===== src/gdad_pkg.sv =====
// Shared constants, types and calendar functions for the Gregorian date shifter.
package gdad_pkg;

  // Default width of the signed day offset.
  localparam int GDAD_DELTA_BITS = 16;

  // Packed field widths.
  localparam int CODE_BITS  = 27;
  localparam int YEAR_BITS  = 14;
  localparam int MONTH_BITS = 4;
  localparam int DAY_BITS   = 7;
  localparam int YMOD_BITS  = 9;
  localparam int DIV_BITS   = 14;
  localparam int RECIP_BITS = 27;
  localparam int SHIFT_BITS = 6;

  // Days in a full 400-year Gregorian cycle.
  localparam int GDAD_SPAN_DAYS = 146097;

  // Divisors used when unpacking the date code.
  localparam logic [DIV_BITS-1:0] DIV_YEAR  = 14'd10000;
  localparam logic [DIV_BITS-1:0] DIV_MONTH = 14'd100;
  localparam logic [DIV_BITS-1:0] DIV_CYCLE = 14'd400;

  // Scaled reciprocals: (n * recip) >> shift equals n / divisor over each operand range
  // (any 27-bit code for the year, below 10000 for the month, any 14-bit year for the cycle).
  localparam logic [RECIP_BITS-1:0] RECIP_YEAR  = 27'd109951163;
  localparam logic [SHIFT_BITS-1:0] SHIFT_YEAR  = 6'd40;
  localparam logic [RECIP_BITS-1:0] RECIP_MONTH = 27'd5243;
  localparam logic [SHIFT_BITS-1:0] SHIFT_MONTH = 6'd19;
  localparam logic [RECIP_BITS-1:0] RECIP_CYCLE = 27'd5243;
  localparam logic [SHIFT_BITS-1:0] SHIFT_CYCLE = 6'd21;

  // Clamped results when the year leaves its range.
  localparam logic [CODE_BITS-1:0] DATE_MIN = 27'd101;
  localparam logic [CODE_BITS-1:0] DATE_MAX = 27'd99991231;
  localparam int YEAR_LAST = 9999;

  // Month constants: both ends of the year and February.
  localparam logic [MONTH_BITS-1:0] MONTH_JAN = 4'd1;
  localparam logic [MONTH_BITS-1:0] MONTH_FEB = 4'd2;
  localparam logic [MONTH_BITS-1:0] MONTH_DEC = 4'd12;

  // Last position within the 400-year cycle.
  localparam logic [YMOD_BITS-1:0] YMOD_LAST = 9'd399;

  // Sequencer states.
  typedef enum logic [5:0] {
    ST_IDLE  = 6'b000001,
    ST_DIV_Y = 6'b000010,
    ST_DIV_M = 6'b000100,
    ST_DIV_L = 6'b001000,
    ST_NORM  = 6'b010000,
    ST_PACK  = 6'b100000
  } state_t;

  // Year adjustment requested by one normalisation step.
  typedef enum logic [2:0] {
    YS_NONE,
    YS_INC,
    YS_DEC,
    YS_INC400,
    YS_DEC400
  } ystep_t;

  // Control result of one normalisation step.
  typedef struct packed {
    logic                  done;
    logic [MONTH_BITS-1:0] month_nxt;
    ystep_t                ystep;
  } norm_step_t;

  // Leap year from the position of the year within its 400-year cycle.
  function automatic logic is_leap(input logic [YMOD_BITS-1:0] ymod);
    logic century;
    century = (ymod == 9'd100) || (ymod == 9'd200) || (ymod == 9'd300);
    return (ymod[1:0] == 2'b00) && !century;
  endfunction

  // Length of a month in days.
  function automatic logic [4:0] days_per_month(input logic [MONTH_BITS-1:0] month,
                                                input logic leap);
    logic [4:0] n;
    unique case (month) inside
      MONTH_FEB:                 n = leap ? 5'd29 : 5'd28;
      4'd4, 4'd6, 4'd9, 4'd11:   n = 5'd30;
      default:                   n = 5'd31;
    endcase
    return n;
  endfunction

endpackage


===== src/gregorian_date_add_days.sv =====
// Top level of the Gregorian date shifter: sequencer, registers and result stage.
//
// Usage: an item on the input channel carries a packed date code
// (year*10000 + month*100 + day) and a signed day offset. The block returns one
// result per item: the shifted, normalised date code with a bad-month flag and
// a year-overflow flag. Both channels are valid/ready; a transfer takes place
// when valid and ready are high at a rising edge.
// The shared reciprocal divider unpacks year, month and day and the year's
// place in its 400-year cycle in three divisions, each registering its
// quotient and then taking the remainder. The shared day adder then makes
// one normalisation step at a time (one per 400-year span, then one per month
// crossed) plus one final check, and the pack step fills the result
// register. A bad month skips the last division and the normalisation.
// in_ready is high only while the sequencer is idle, so no new item is taken
// before the last one has been packed; a 16-bit offset crosses up to about
// 1080 months. The result register holds a finished result while the
// receiver stalls; a new item is taken meanwhile, and its result waits in
// the pack step until the register frees. Synchronous reset clears the
// sequencer and out_valid.
module gregorian_date_add_days
  import gdad_pkg::*;
#(
  parameter int DELTA_BITS = GDAD_DELTA_BITS
) (
  input  logic                         clk,
  input  logic                         rst_n,
  input  logic                         in_valid,
  output logic                         in_ready,
  input  logic [CODE_BITS-1:0]         in_date_code,
  input  logic signed [DELTA_BITS-1:0] in_day_delta,
  output logic                         out_valid,
  input  logic                         out_ready,
  output logic [CODE_BITS-1:0]         out_result_code,
  output logic                         out_bad_month,
  output logic                         out_year_overflow
);

  // Working width for days and years, wide enough for any offset.
  localparam int W = ((DELTA_BITS > 18) ? DELTA_BITS : 18) + 2;
  localparam logic signed [W-1:0] YEAR_MAX = W'(YEAR_LAST);

  state_t                state_r, state_nxt;
  logic                  qdone_r, qdone_nxt;
  logic [CODE_BITS-1:0]  rem_r, rem_nxt;
  logic [YEAR_BITS-1:0]  q_r, q_nxt;
  logic [CODE_BITS-1:0]  code_r, code_nxt;
  logic signed [W-1:0]   delta_r, delta_nxt;
  logic signed [W-1:0]   year_r, year_nxt;
  logic signed [W-1:0]   day_r, day_nxt;
  logic [MONTH_BITS-1:0] month_r, month_nxt;
  logic [YMOD_BITS-1:0]  ymod_r, ymod_nxt;
  logic                  bad_r, bad_nxt;
  logic                  out_valid_r, out_valid_nxt;
  logic [CODE_BITS-1:0]  res_code_r, res_code_nxt;
  logic                  res_bad_r, res_bad_nxt;
  logic                  res_ovf_r, res_ovf_nxt;

  logic [DIV_BITS-1:0]   divisor;
  logic [RECIP_BITS-1:0] div_recip;
  logic [SHIFT_BITS-1:0] div_shift;
  logic [YEAR_BITS-1:0]  div_quot;
  logic [CODE_BITS-1:0]  div_rem;
  logic [6:0]            month_q;
  logic signed [W-1:0]   norm_day;
  norm_step_t            norm_step;
  logic                  out_free;
  logic [CODE_BITS-1:0]  packed_code;

  // Divisor and reciprocal for the current unpacking phase.
  always_comb begin
    unique case (state_r)
      ST_DIV_M: begin
        divisor   = DIV_MONTH;
        div_recip = RECIP_MONTH;
        div_shift = SHIFT_MONTH;
      end
      ST_DIV_L: begin
        divisor   = DIV_CYCLE;
        div_recip = RECIP_CYCLE;
        div_shift = SHIFT_CYCLE;
      end
      default: begin
        divisor   = DIV_YEAR;
        div_recip = RECIP_YEAR;
        div_shift = SHIFT_YEAR;
      end
    endcase
  end

  gdad_div_unit u_div (
    .num_i     (rem_r),
    .divisor_i (divisor),
    .recip_i   (div_recip),
    .shift_i   (div_shift),
    .quot_i    (q_r),
    .quot_o    (div_quot),
    .rem_o     (div_rem)
  );

  gdad_norm_unit #(
    .W (W)
  ) u_norm (
    .day_i   (day_r),
    .month_i (month_r),
    .ymod_i  (ymod_r),
    .day_o   (norm_day),
    .step_o  (norm_step)
  );

  assign month_q  = q_r[6:0];
  assign out_free = !out_valid_r || out_ready;

  // Pack the normalised date; the year is known to be in range here.
  assign packed_code = CODE_BITS'(year_r[YEAR_BITS-1:0]) * CODE_BITS'(10000)
                     + CODE_BITS'(month_r) * CODE_BITS'(100)
                     + CODE_BITS'(day_r[DAY_BITS-1:0]);

  // Sequencer and datapath register updates. Each division registers its
  // quotient and then takes the remainder from the registered quotient.
  always_comb begin
    state_nxt     = state_r;
    qdone_nxt     = qdone_r;
    rem_nxt       = rem_r;
    q_nxt         = q_r;
    code_nxt      = code_r;
    delta_nxt     = delta_r;
    year_nxt      = year_r;
    day_nxt       = day_r;
    month_nxt     = month_r;
    ymod_nxt      = ymod_r;
    bad_nxt       = bad_r;
    out_valid_nxt = out_valid_r && !out_ready;
    res_code_nxt  = res_code_r;
    res_bad_nxt   = res_bad_r;
    res_ovf_nxt   = res_ovf_r;
    unique case (state_r)
      ST_IDLE: begin
        if (in_valid) begin
          code_nxt  = in_date_code;
          rem_nxt   = in_date_code;
          delta_nxt = {{(W-DELTA_BITS){in_day_delta[DELTA_BITS-1]}}, in_day_delta};
          q_nxt     = '0;
          qdone_nxt = 1'b0;
          state_nxt = ST_DIV_Y;
        end
      end
      ST_DIV_Y: begin
        if (!qdone_r) begin
          q_nxt     = div_quot;
          qdone_nxt = 1'b1;
        end else begin
          year_nxt  = $signed({{(W-YEAR_BITS){1'b0}}, q_r});
          rem_nxt   = div_rem;
          qdone_nxt = 1'b0;
          state_nxt = ST_DIV_M;
        end
      end
      ST_DIV_M: begin
        if (!qdone_r) begin
          q_nxt     = div_quot;
          qdone_nxt = 1'b1;
        end else begin
          month_nxt = month_q[MONTH_BITS-1:0];
          day_nxt   = $signed({{(W-DAY_BITS){1'b0}}, div_rem[DAY_BITS-1:0]}) + delta_r;
          bad_nxt   = (month_q < 7'd1) || (month_q > 7'd12);
          rem_nxt   = CODE_BITS'(year_r[YEAR_BITS-1:0]);
          qdone_nxt = 1'b0;
          state_nxt = bad_nxt ? ST_PACK : ST_DIV_L;
        end
      end
      ST_DIV_L: begin
        if (!qdone_r) begin
          q_nxt     = div_quot;
          qdone_nxt = 1'b1;
        end else begin
          ymod_nxt  = div_rem[YMOD_BITS-1:0];
          qdone_nxt = 1'b0;
          state_nxt = ST_NORM;
        end
      end
      ST_NORM: begin
        if (norm_step.done) begin
          state_nxt = ST_PACK;
        end else begin
          day_nxt   = norm_day;
          month_nxt = norm_step.month_nxt;
          case (norm_step.ystep)
            YS_INC: begin
              year_nxt = year_r + W'(1);
              ymod_nxt = (ymod_r == YMOD_LAST) ? '0 : ymod_r + 9'd1;
            end
            YS_DEC: begin
              year_nxt = year_r - W'(1);
              ymod_nxt = (ymod_r == '0) ? YMOD_LAST : ymod_r - 9'd1;
            end
            YS_INC400: year_nxt = year_r + W'(400);
            YS_DEC400: year_nxt = year_r - W'(400);
            default:   year_nxt = year_r;
          endcase
        end
      end
      ST_PACK: begin
        if (out_free) begin
          out_valid_nxt = 1'b1;
          res_bad_nxt   = bad_r;
          if (bad_r) begin
            res_code_nxt = code_r;
            res_ovf_nxt  = 1'b0;
          end else if (year_r < 0) begin
            res_code_nxt = DATE_MIN;
            res_ovf_nxt  = 1'b1;
          end else if (year_r > YEAR_MAX) begin
            res_code_nxt = DATE_MAX;
            res_ovf_nxt  = 1'b1;
          end else begin
            res_code_nxt = packed_code;
            res_ovf_nxt  = 1'b0;
          end
          state_nxt = ST_IDLE;
        end
      end
      default: state_nxt = ST_IDLE;
    endcase
  end

  // Control registers.
  always_ff @(posedge clk) begin
    if (!rst_n) begin
      state_r     <= ST_IDLE;
      qdone_r     <= 1'b0;
      out_valid_r <= 1'b0;
    end else begin
      state_r     <= state_nxt;
      qdone_r     <= qdone_nxt;
      out_valid_r <= out_valid_nxt;
    end
  end

  // Datapath registers.
  always_ff @(posedge clk) begin
    rem_r      <= rem_nxt;
    q_r        <= q_nxt;
    code_r     <= code_nxt;
    delta_r    <= delta_nxt;
    year_r     <= year_nxt;
    day_r      <= day_nxt;
    month_r    <= month_nxt;
    ymod_r     <= ymod_nxt;
    bad_r      <= bad_nxt;
    res_code_r <= res_code_nxt;
    res_bad_r  <= res_bad_nxt;
    res_ovf_r  <= res_ovf_nxt;
  end

  assign in_ready          = (state_r == ST_IDLE);
  assign out_valid         = out_valid_r;
  assign out_result_code   = res_code_r;
  assign out_bad_month     = res_bad_r;
  assign out_year_overflow = res_ovf_r;

endmodule


===== src/gdad_div_unit.sv =====
// Division by a constant through a scaled reciprocal, with the matching remainder.
module gdad_div_unit
  import gdad_pkg::*;
(
  input  logic [CODE_BITS-1:0]  num_i,
  input  logic [DIV_BITS-1:0]   divisor_i,
  input  logic [RECIP_BITS-1:0] recip_i,
  input  logic [SHIFT_BITS-1:0] shift_i,
  input  logic [YEAR_BITS-1:0]  quot_i,
  output logic [YEAR_BITS-1:0]  quot_o,
  output logic [CODE_BITS-1:0]  rem_o
);

  localparam int PROD_BITS = CODE_BITS + RECIP_BITS;

  logic [PROD_BITS-1:0] prod;
  logic [CODE_BITS-1:0] back;

  // Quotient: multiply by the reciprocal and drop the scaling bits.
  assign prod   = PROD_BITS'(num_i) * PROD_BITS'(recip_i);
  assign quot_o = YEAR_BITS'(prod >> shift_i);

  // Remainder from the quotient registered on the cycle before.
  assign back  = CODE_BITS'(quot_i) * CODE_BITS'(divisor_i);
  assign rem_o = num_i - back;

endmodule


===== src/gdad_norm_unit.sv =====
// One normalisation step: a 400-year span or a single month, through one adder.
module gdad_norm_unit
  import gdad_pkg::*;
#(
  parameter int W = 20
) (
  input  logic signed [W-1:0]          day_i,
  input  logic        [MONTH_BITS-1:0] month_i,
  input  logic        [YMOD_BITS-1:0]  ymod_i,
  output logic signed [W-1:0]          day_o,
  output norm_step_t                   step_o
);

  localparam logic signed [W-1:0] SPAN     = W'(GDAD_SPAN_DAYS);
  localparam logic signed [W-1:0] NEG_SPAN = -SPAN;
  localparam logic signed [W-1:0] ONE      = W'(1);

  logic                  leap_cur;
  logic                  leap_prev;
  logic [4:0]            dim_cur;
  logic [4:0]            dim_prev;
  logic [MONTH_BITS-1:0] month_prev;
  logic [YMOD_BITS-1:0]  ymod_prev;
  logic signed [W-1:0]   dim_cur_s;
  logic signed [W-1:0]   dim_prev_s;
  logic signed [W-1:0]   addend;

  // Month lengths for the current month and the one before it.
  assign month_prev = (month_i == MONTH_JAN) ? MONTH_DEC : month_i - 4'd1;
  assign ymod_prev  = (month_i != MONTH_JAN) ? ymod_i :
                      (ymod_i == '0) ? YMOD_LAST : ymod_i - 9'd1;
  assign leap_cur   = is_leap(ymod_i);
  assign leap_prev  = is_leap(ymod_prev);
  assign dim_cur    = days_per_month(month_i, leap_cur);
  assign dim_prev   = days_per_month(month_prev, leap_prev);
  assign dim_cur_s  = $signed({{(W-5){1'b0}}, dim_cur});
  assign dim_prev_s = $signed({{(W-5){1'b0}}, dim_prev});

  // Pick the step and the addend for the shared day adder.
  always_comb begin
    step_o.done      = 1'b0;
    step_o.month_nxt = month_i;
    step_o.ystep     = YS_NONE;
    addend           = '0;
    if (day_i > SPAN) begin
      addend       = NEG_SPAN;
      step_o.ystep = YS_INC400;
    end else if (day_i < NEG_SPAN) begin
      addend       = SPAN;
      step_o.ystep = YS_DEC400;
    end else if (day_i > dim_cur_s) begin
      addend = -dim_cur_s;
      if (month_i == MONTH_DEC) begin
        step_o.month_nxt = MONTH_JAN;
        step_o.ystep     = YS_INC;
      end else begin
        step_o.month_nxt = month_i + 4'd1;
      end
    end else if (day_i < ONE) begin
      addend           = dim_prev_s;
      step_o.month_nxt = month_prev;
      if (month_i == MONTH_JAN) begin
        step_o.ystep = YS_DEC;
      end
    end else begin
      step_o.done = 1'b1;
    end
  end

  assign day_o = day_i + addend;

endmodule


===== config.mk =====
export PLATFORM = sky130hd
export DESIGN_NAME = gregorian_date_add_days
export DESIGN_NICKNAME = d
export VERILOG_FILES = /design/src/gdad_pkg.sv /design/src/gregorian_date_add_days.sv /design/src/gdad_div_unit.sv /design/src/gdad_norm_unit.sv
export SDC_FILE = /design/constraint.sdc
export NUM_CORES = 2
export LEC_CHECK = 0
export BUFFER_PORTS_ARGS = -buffer_cell sky130_fd_sc_hd__clkbuf_2
export CORE_MARGIN = 1.5
export CORE_UTILIZATION = 50
export CTS_BUF_LIST = sky130_fd_sc_hd__clkbuf_8
export CTS_CLUSTER_SIZE = 30
export DETAILED_ROUTE_END_ITERATION = 10
export GPL_TIMING_DRIVEN = 0
export PLACE_DENSITY_LB_ADDON = 0.15
export SETUP_SLACK_MARGIN = 0.5
export SYNTH_ARGS = -nofsm -noshare
export SYNTH_HDL_FRONTEND = slang
export SYNTH_SLANG_ARGS = --single-unit

===== constraint.sdc =====
create_clock -name clk -period 16.42 [get_ports clk]
set_clock_uncertainty 0.2 [all_clocks]
set_input_delay 0.821 -clock clk [delete_from_list [all_inputs] [get_ports clk]]
set_output_delay 0.821 -clock clk [all_outputs]
set_load 0.05 [all_outputs]

# Word level (Yosys, flattened, before mapping)
# Cells that the tools add are included.
[word_totals]
register_bits = 175
input_bits = 47
out_inout_bits = 31
word_cells = 186
[classes]
add_sub_neg = 14
n_mul = 4
magnitude_cmp = 8
eq_ne = 43
shifts = 1
n_mux = 65
n_reduce_logical = 36
[ops]
columns = ["op", "n"]
rows = [
  ["$mux 27", 7],
  ["$mux 20", 7],
  ["$pmux 27 s3", 1],
  ["$pmux 20 s2", 2],
  ["$pmux 20 s4", 1],
  ["$pmux 14 s2", 2],
  ["$mul 27x27->54", 1],
  ["$shr 54x6->14", 1],
  ["$mux 9", 5],
  ["$mux 6", 7],
  ["$pmux 6 s6", 1],
  ["$pmux 9 s2", 2],
  ["$mux 14", 2],
  ["$add 27x11->27", 1],
  ["$add 27x7->27", 1],
  ["$eq 9x9->1 const B", 3],
  ["$mul 14x14->27", 1],
  ["$sub 27x27->27", 1],
  ["$mul 14x10->23 const B", 1],
  ["$add 20x10->20 const B", 1],
  ["$add 20x2->20 const B", 1],
  ["$add 20x20->20", 1],
  ["$eq 4x4->1 const B", 5],
  ["$gt 20x15->1 const B", 1],
  ["other kinds (59)", 115],
]

# Logic depth before layout (Yosys ltp)
[logic_depth]
depth_word = 17
mapped_depth = 33
mapped_depth_nobuf = 29

# By module
# A second synthesis with hierarchy kept.
[hier_totals]
cells_unflattened = 5452
area_unflattened_um2 = 49127.1
[modules_own_cells]
columns = ["module", "instances", "cells_each", "area_each_um2", "seq_area_each_um2"]
rows = [
  ["gdad_div_unit", 1, 3879, 34262.9, 0.0],
  ["gregorian_date_add_days", 1, 1289, 12896.1, 5175.0],
  ["gdad_norm_unit", 1, 284, 1968.1, 0.0],
]

# Least setup slack after synthesis
# No wires, ideal clock.
[synth_timing]
path_kind = "register -> register"
start = "register state_r[0]"
end = "register q_r[13], data pin"
setup_time_ns = 0.264
arrival_ns = 7.835
required_ns = 15.956
slack_ns = 8.122
path_stages_with_launch = 33
path_buffers = 3
synth_period_minus_slack_ns = 8.298
cell_sequence = "dfxtp_1 > or4_1 > nor3b_1 > clkbuf_1 > nor2_1 > clkbuf_1 > clkbuf_1 > nand2_1 > inv_1 > ha_1 > inv_1 > fa_1 > inv_1 > fa_1 > inv_1 > fa_1 > inv_1 > fa_1 > fa_1 > inv_1 > fa_1 > inv_1 > ha_1 > a21o_1 > a221oi_1 > o41ai_1 > a21oi_1 > o21ai_1 > a31o_2 > a221oi_2 > o2111ai_1 > mux2i_1 > nand2_1"
[synth_via]
elab_chain_len = 7
word_cells_on_any_way = 12
classes_between = "1 x mul; 4 x eq/ne; 1 x shift; 4 x mux; 2 x reduce/logical"
[synth_rtl]
columns = ["item", "line_no", "text"]
rows = [
  ["from (decl)", "gregorian_date_add_days.sv:42", "state_t state_r, state_nxt;"],
  ["from (signal assigned)", "gregorian_date_add_days.sv:233", "state_r <= state_nxt;"],
  ["$eq 6x4->1 or $eq 6x3->1 (tied branches)", "gregorian_date_add_days.sv:71, gregorian_date_add_days.sv:136", ""],
  ["$reduce_or 2->1 (no line)", "-", ""],
  ["$mux 27", "gregorian_date_add_days.sv:71", "unique case (state_r)"],
  ["$mul 27x27->54", "gdad_div_unit.sv:20", "assign prod = PROD_BITS'(num_i) * PROD_BITS'(recip_i);"],
  ["$shr 54x6->14", "gdad_div_unit.sv:21", "assign quot_o = YEAR_BITS'(prod >> shift_i);"],
  ["$mux 14", "gregorian_date_add_days.sv:148, gregorian_date_add_days.sv:159, gregorian_date_add_days.sv:172", ""],
  ["$pmux 14 s2 *", "gregorian_date_add_days.sv:136", "unique case (state_r)"],
  ["to (signal assigned)", "gregorian_date_add_days.sv:242", "q_r <= q_nxt;"],
  ["to (decl)", "gregorian_date_add_days.sv:45", "logic [YEAR_BITS-1:0] q_r, q_nxt;"],
]
# Every way passes the cells marked *; elsewhere a longest branch is shown, timed or not. The select of a mux whose other input is x is not followed.
# A chain may end at the register's enable or synchronous reset.

# Final worst setup path
[layout_timing]
start = "register state_r[0]"
end = "register q_r[3], data pin"
# The elaborated chain is that of the path after synthesis.

==> impl_results.md <==
* Clock sinks at roughly 180
* CTS root buffer: clkbuf_8
* Crit Path Max Fanout at 10
* Vias at 27,190
* Count leader, synth: inv_1
* Total grt overflow at 0
* CTS H-tree depth at 4
* Synth warnings at 0
* Vias in the first global route at ~28,000
* Finished Layout Cells at just over 5,000
* DRC at 0
* Hold Buf Count CTS at 0
* CP startpoint kind: flip-flop
* Worst Hold Depth at 1
* Critical Path RT at about 17 ns
* CTS tree: built
* CP delay by family, top: adder cells
* Routed len/inst at slightly below 20 um
* Synth area leaders: fa_1 (29%), ha_1 (19%), edfxtp_1 (14%), inv_1 (11%), nand2_1 (2.7%)
* Die W at ~270 um
* Mean Syn Cell Area at 9.161 um^2
* Cell area after synthesis at 35,880 um^2
* Rel. slew slack at around 17%
* Nets at ~5,200
* WL final at between 90,000 and 100,000 um
* Initial DRC count at approximately 2,200
* Starting density of the core at 50.37%
* Max Slew Vio Count at 0
* WP depth at 31
* Synth cell count leaders: inv_1 (1,046), ha_1 (537), fa_1 (520)
* Worst-Margin Slew at roughly 1.2 ns
* Distinct cells, synth at 96
* Total Routing Usage GR at about 28%
* Max clock buf depth at 2
* Post-synth EDFFs at roughly 170
* Slowest CP cell: clkbuf_1
* Placeable Area at slightly above 70,000 um^2
* Die area at ~73,000 um^2
* Hold Path Class: in -> reg
* Endpoints failing setup at 0
* RSZ-0062 raised after global routing: no
* Outcome: completed
* Max-Cap Viols at 0
* Layout area overhead at 6.304%
* IO buf count at slightly below 80
* FP Rows at 98
* CP max stage delay at approximately 0.7 ns
* Largest net degree at the start of global routing at 30
* Area leader, netlist: fa_1
* WP buf/inv at 10
* Initial antenna violation count at 4
* R2R depth at 31
* CP Data Arrival Time at around 11 ns
* First-pass DRT Iterations at 6
* Final worst slack at 5.649 ns
* Worst slack, placed at between 5 and 6 ns
* Clock insertion delay at the later pin of the skew report at 0.56 ns
* Crit-path most repeated cell: inv_1
* Register area share after synthesis at about 14%
* Period utilization at ~66%
* DP HPWL at around 84,000 um
* FF+latch count, synth at ~180
* Top FF cell, synth: edfxtp_1
* Wire length of the first global-routing pass at roughly 160,000 um
* Number of setup buffers added after CTS at 0
* Drt via density at ~5.4
* Placer Congestion at a little over 0.9
* Final core occ at around 54%
* Mapped Cells at approximately 4,000
* Post-DRT Antenna Nets at 0
* Cts bufs inserted at 17
* Placed cells at 4,998
* Crit end category: flip-flop
* Area share of the largest cell type after synthesis at between 20 and 30%
* Post-CTS resize count at 0
* Final hold violation count at 0
* Fin crit period at roughly 11 ns
* Layout cells sized above 1 at 3.897%
* Fraction of registers with async set/reset at 0%
* Setup tns final at 0 ns
* Worst-path clk slew at between 0.1 and 0.15 ns
* CP Class: reg -> reg
* Io pins at just under 80
* Die height at 270.9 um
* Max Freq at ~93 MHz
[layout by cell type (no fill, tap or decap), types with 17 or more instances in the layout]
cell / netlist / final
or3_1: 17 / 17
nor2_1: 165 / 164
clkbuf_8: 0 / 17
nor2b_1: 26 / 25
o21ai_0: 112 / 112
o21a_1: 22 / 22
o21bai_1: 20 / 20
a22oi_1: 19 / 19
nand3_1: 42 / 42
xor2_1: 45 / 45
ha_1: 537 / 537
nand2_1: 259 / 259
conb_1: 2 / 52
nor3_1: 53 / 53
inv_1: 1046 / 1047
o21ai_1: 30 / 30
clkbuf_2: 1 / 78
nand4_1: 27 / 27
xnor2_1: 109 / 109
a21oi_1: 167 / 166
fa_1: 520 / 520
a21o_1: 63 / 63
o31ai_1: 21 / 21
edfxtp_1: 167 / 167
and3_1: 32 / 32
clkbuf_1: 77 / 77
a31oi_1: 24 / 24
and2_1: 46 / 46
o211ai_1: 17 / 17
[through the flow]
step / hold WS [ns] / cell area [um^2]
floorplan: 0.2244 / 36070
global placement: 0.2942 / 37640
detailed placement: 0.2967 / 37740
CTS: 0.2125 / 38140
global route: 0.2082 / 38140
finish: 0.2396 / 38150
[path summary, 6_finish.rpt]
| check | slack, ns | start | end |
|---|---|---|---|
| worst max-delay path | 5.65 | state_r[0] | q_r[3] |
| worst min-delay path | 0.24 | in_day_delta[9] | delta_r[9] |
| worst max register to register | 5.65 | state_r[0] | q_r[3] |
| worst min register to register | 0.32 | code_r[9] | out_result_code[9] |
[logic make-up after synthesis]
group	count (synthesis)	synth area share (%)
DFF	175	14.42
muxes	10	0.2894
buffers and inverters	1131	11.87
adders and majority gates	1057	47.74
and+or+nand+nor	741	9.959
xor gates and xnor gates	154	3.759
other	2	0.02093
AOI/OAI and AO/OA	647	11.95
[routing by layer]
metal	share of wire, %	global-route usage [%]	vias up
met1	45	38.88	13310
met4	3.4	8.924	2
met5	0.014	0.3947	-
li1	-	-	12900
met3	7.2	5.148	146
met2	44	43.58	830
[sequential cells by signal (all words and copies together), names as in the netlist, 9 cells and up]
signal / flops
code_r: 27
out_result_code: 27
rem_r: 27
day_r: 20
year_r: 20
delta_r: 16
q_r: 14
ymod_r: 9
[layout make-up]
class | count | area, um^2
Fill cell | 6638 | 33100
Multi-Input combinational cell | 2661 | 26670
Sequential cell | 175 | 5175
Inverter | 1047 | 3930
Tap cell | 950 | 1189
Timing Repair Buffer | 81 | 450.4
Buffer | 84 | 329.1
Clock buffer | 17 | 234.0
Clock inverter | 15 | 166.4
Antenna cell | 2 | 5.005
Power is not shown: default switching activity piles up to over one toggle a cycle in this logic, so the estimate is an artifact.
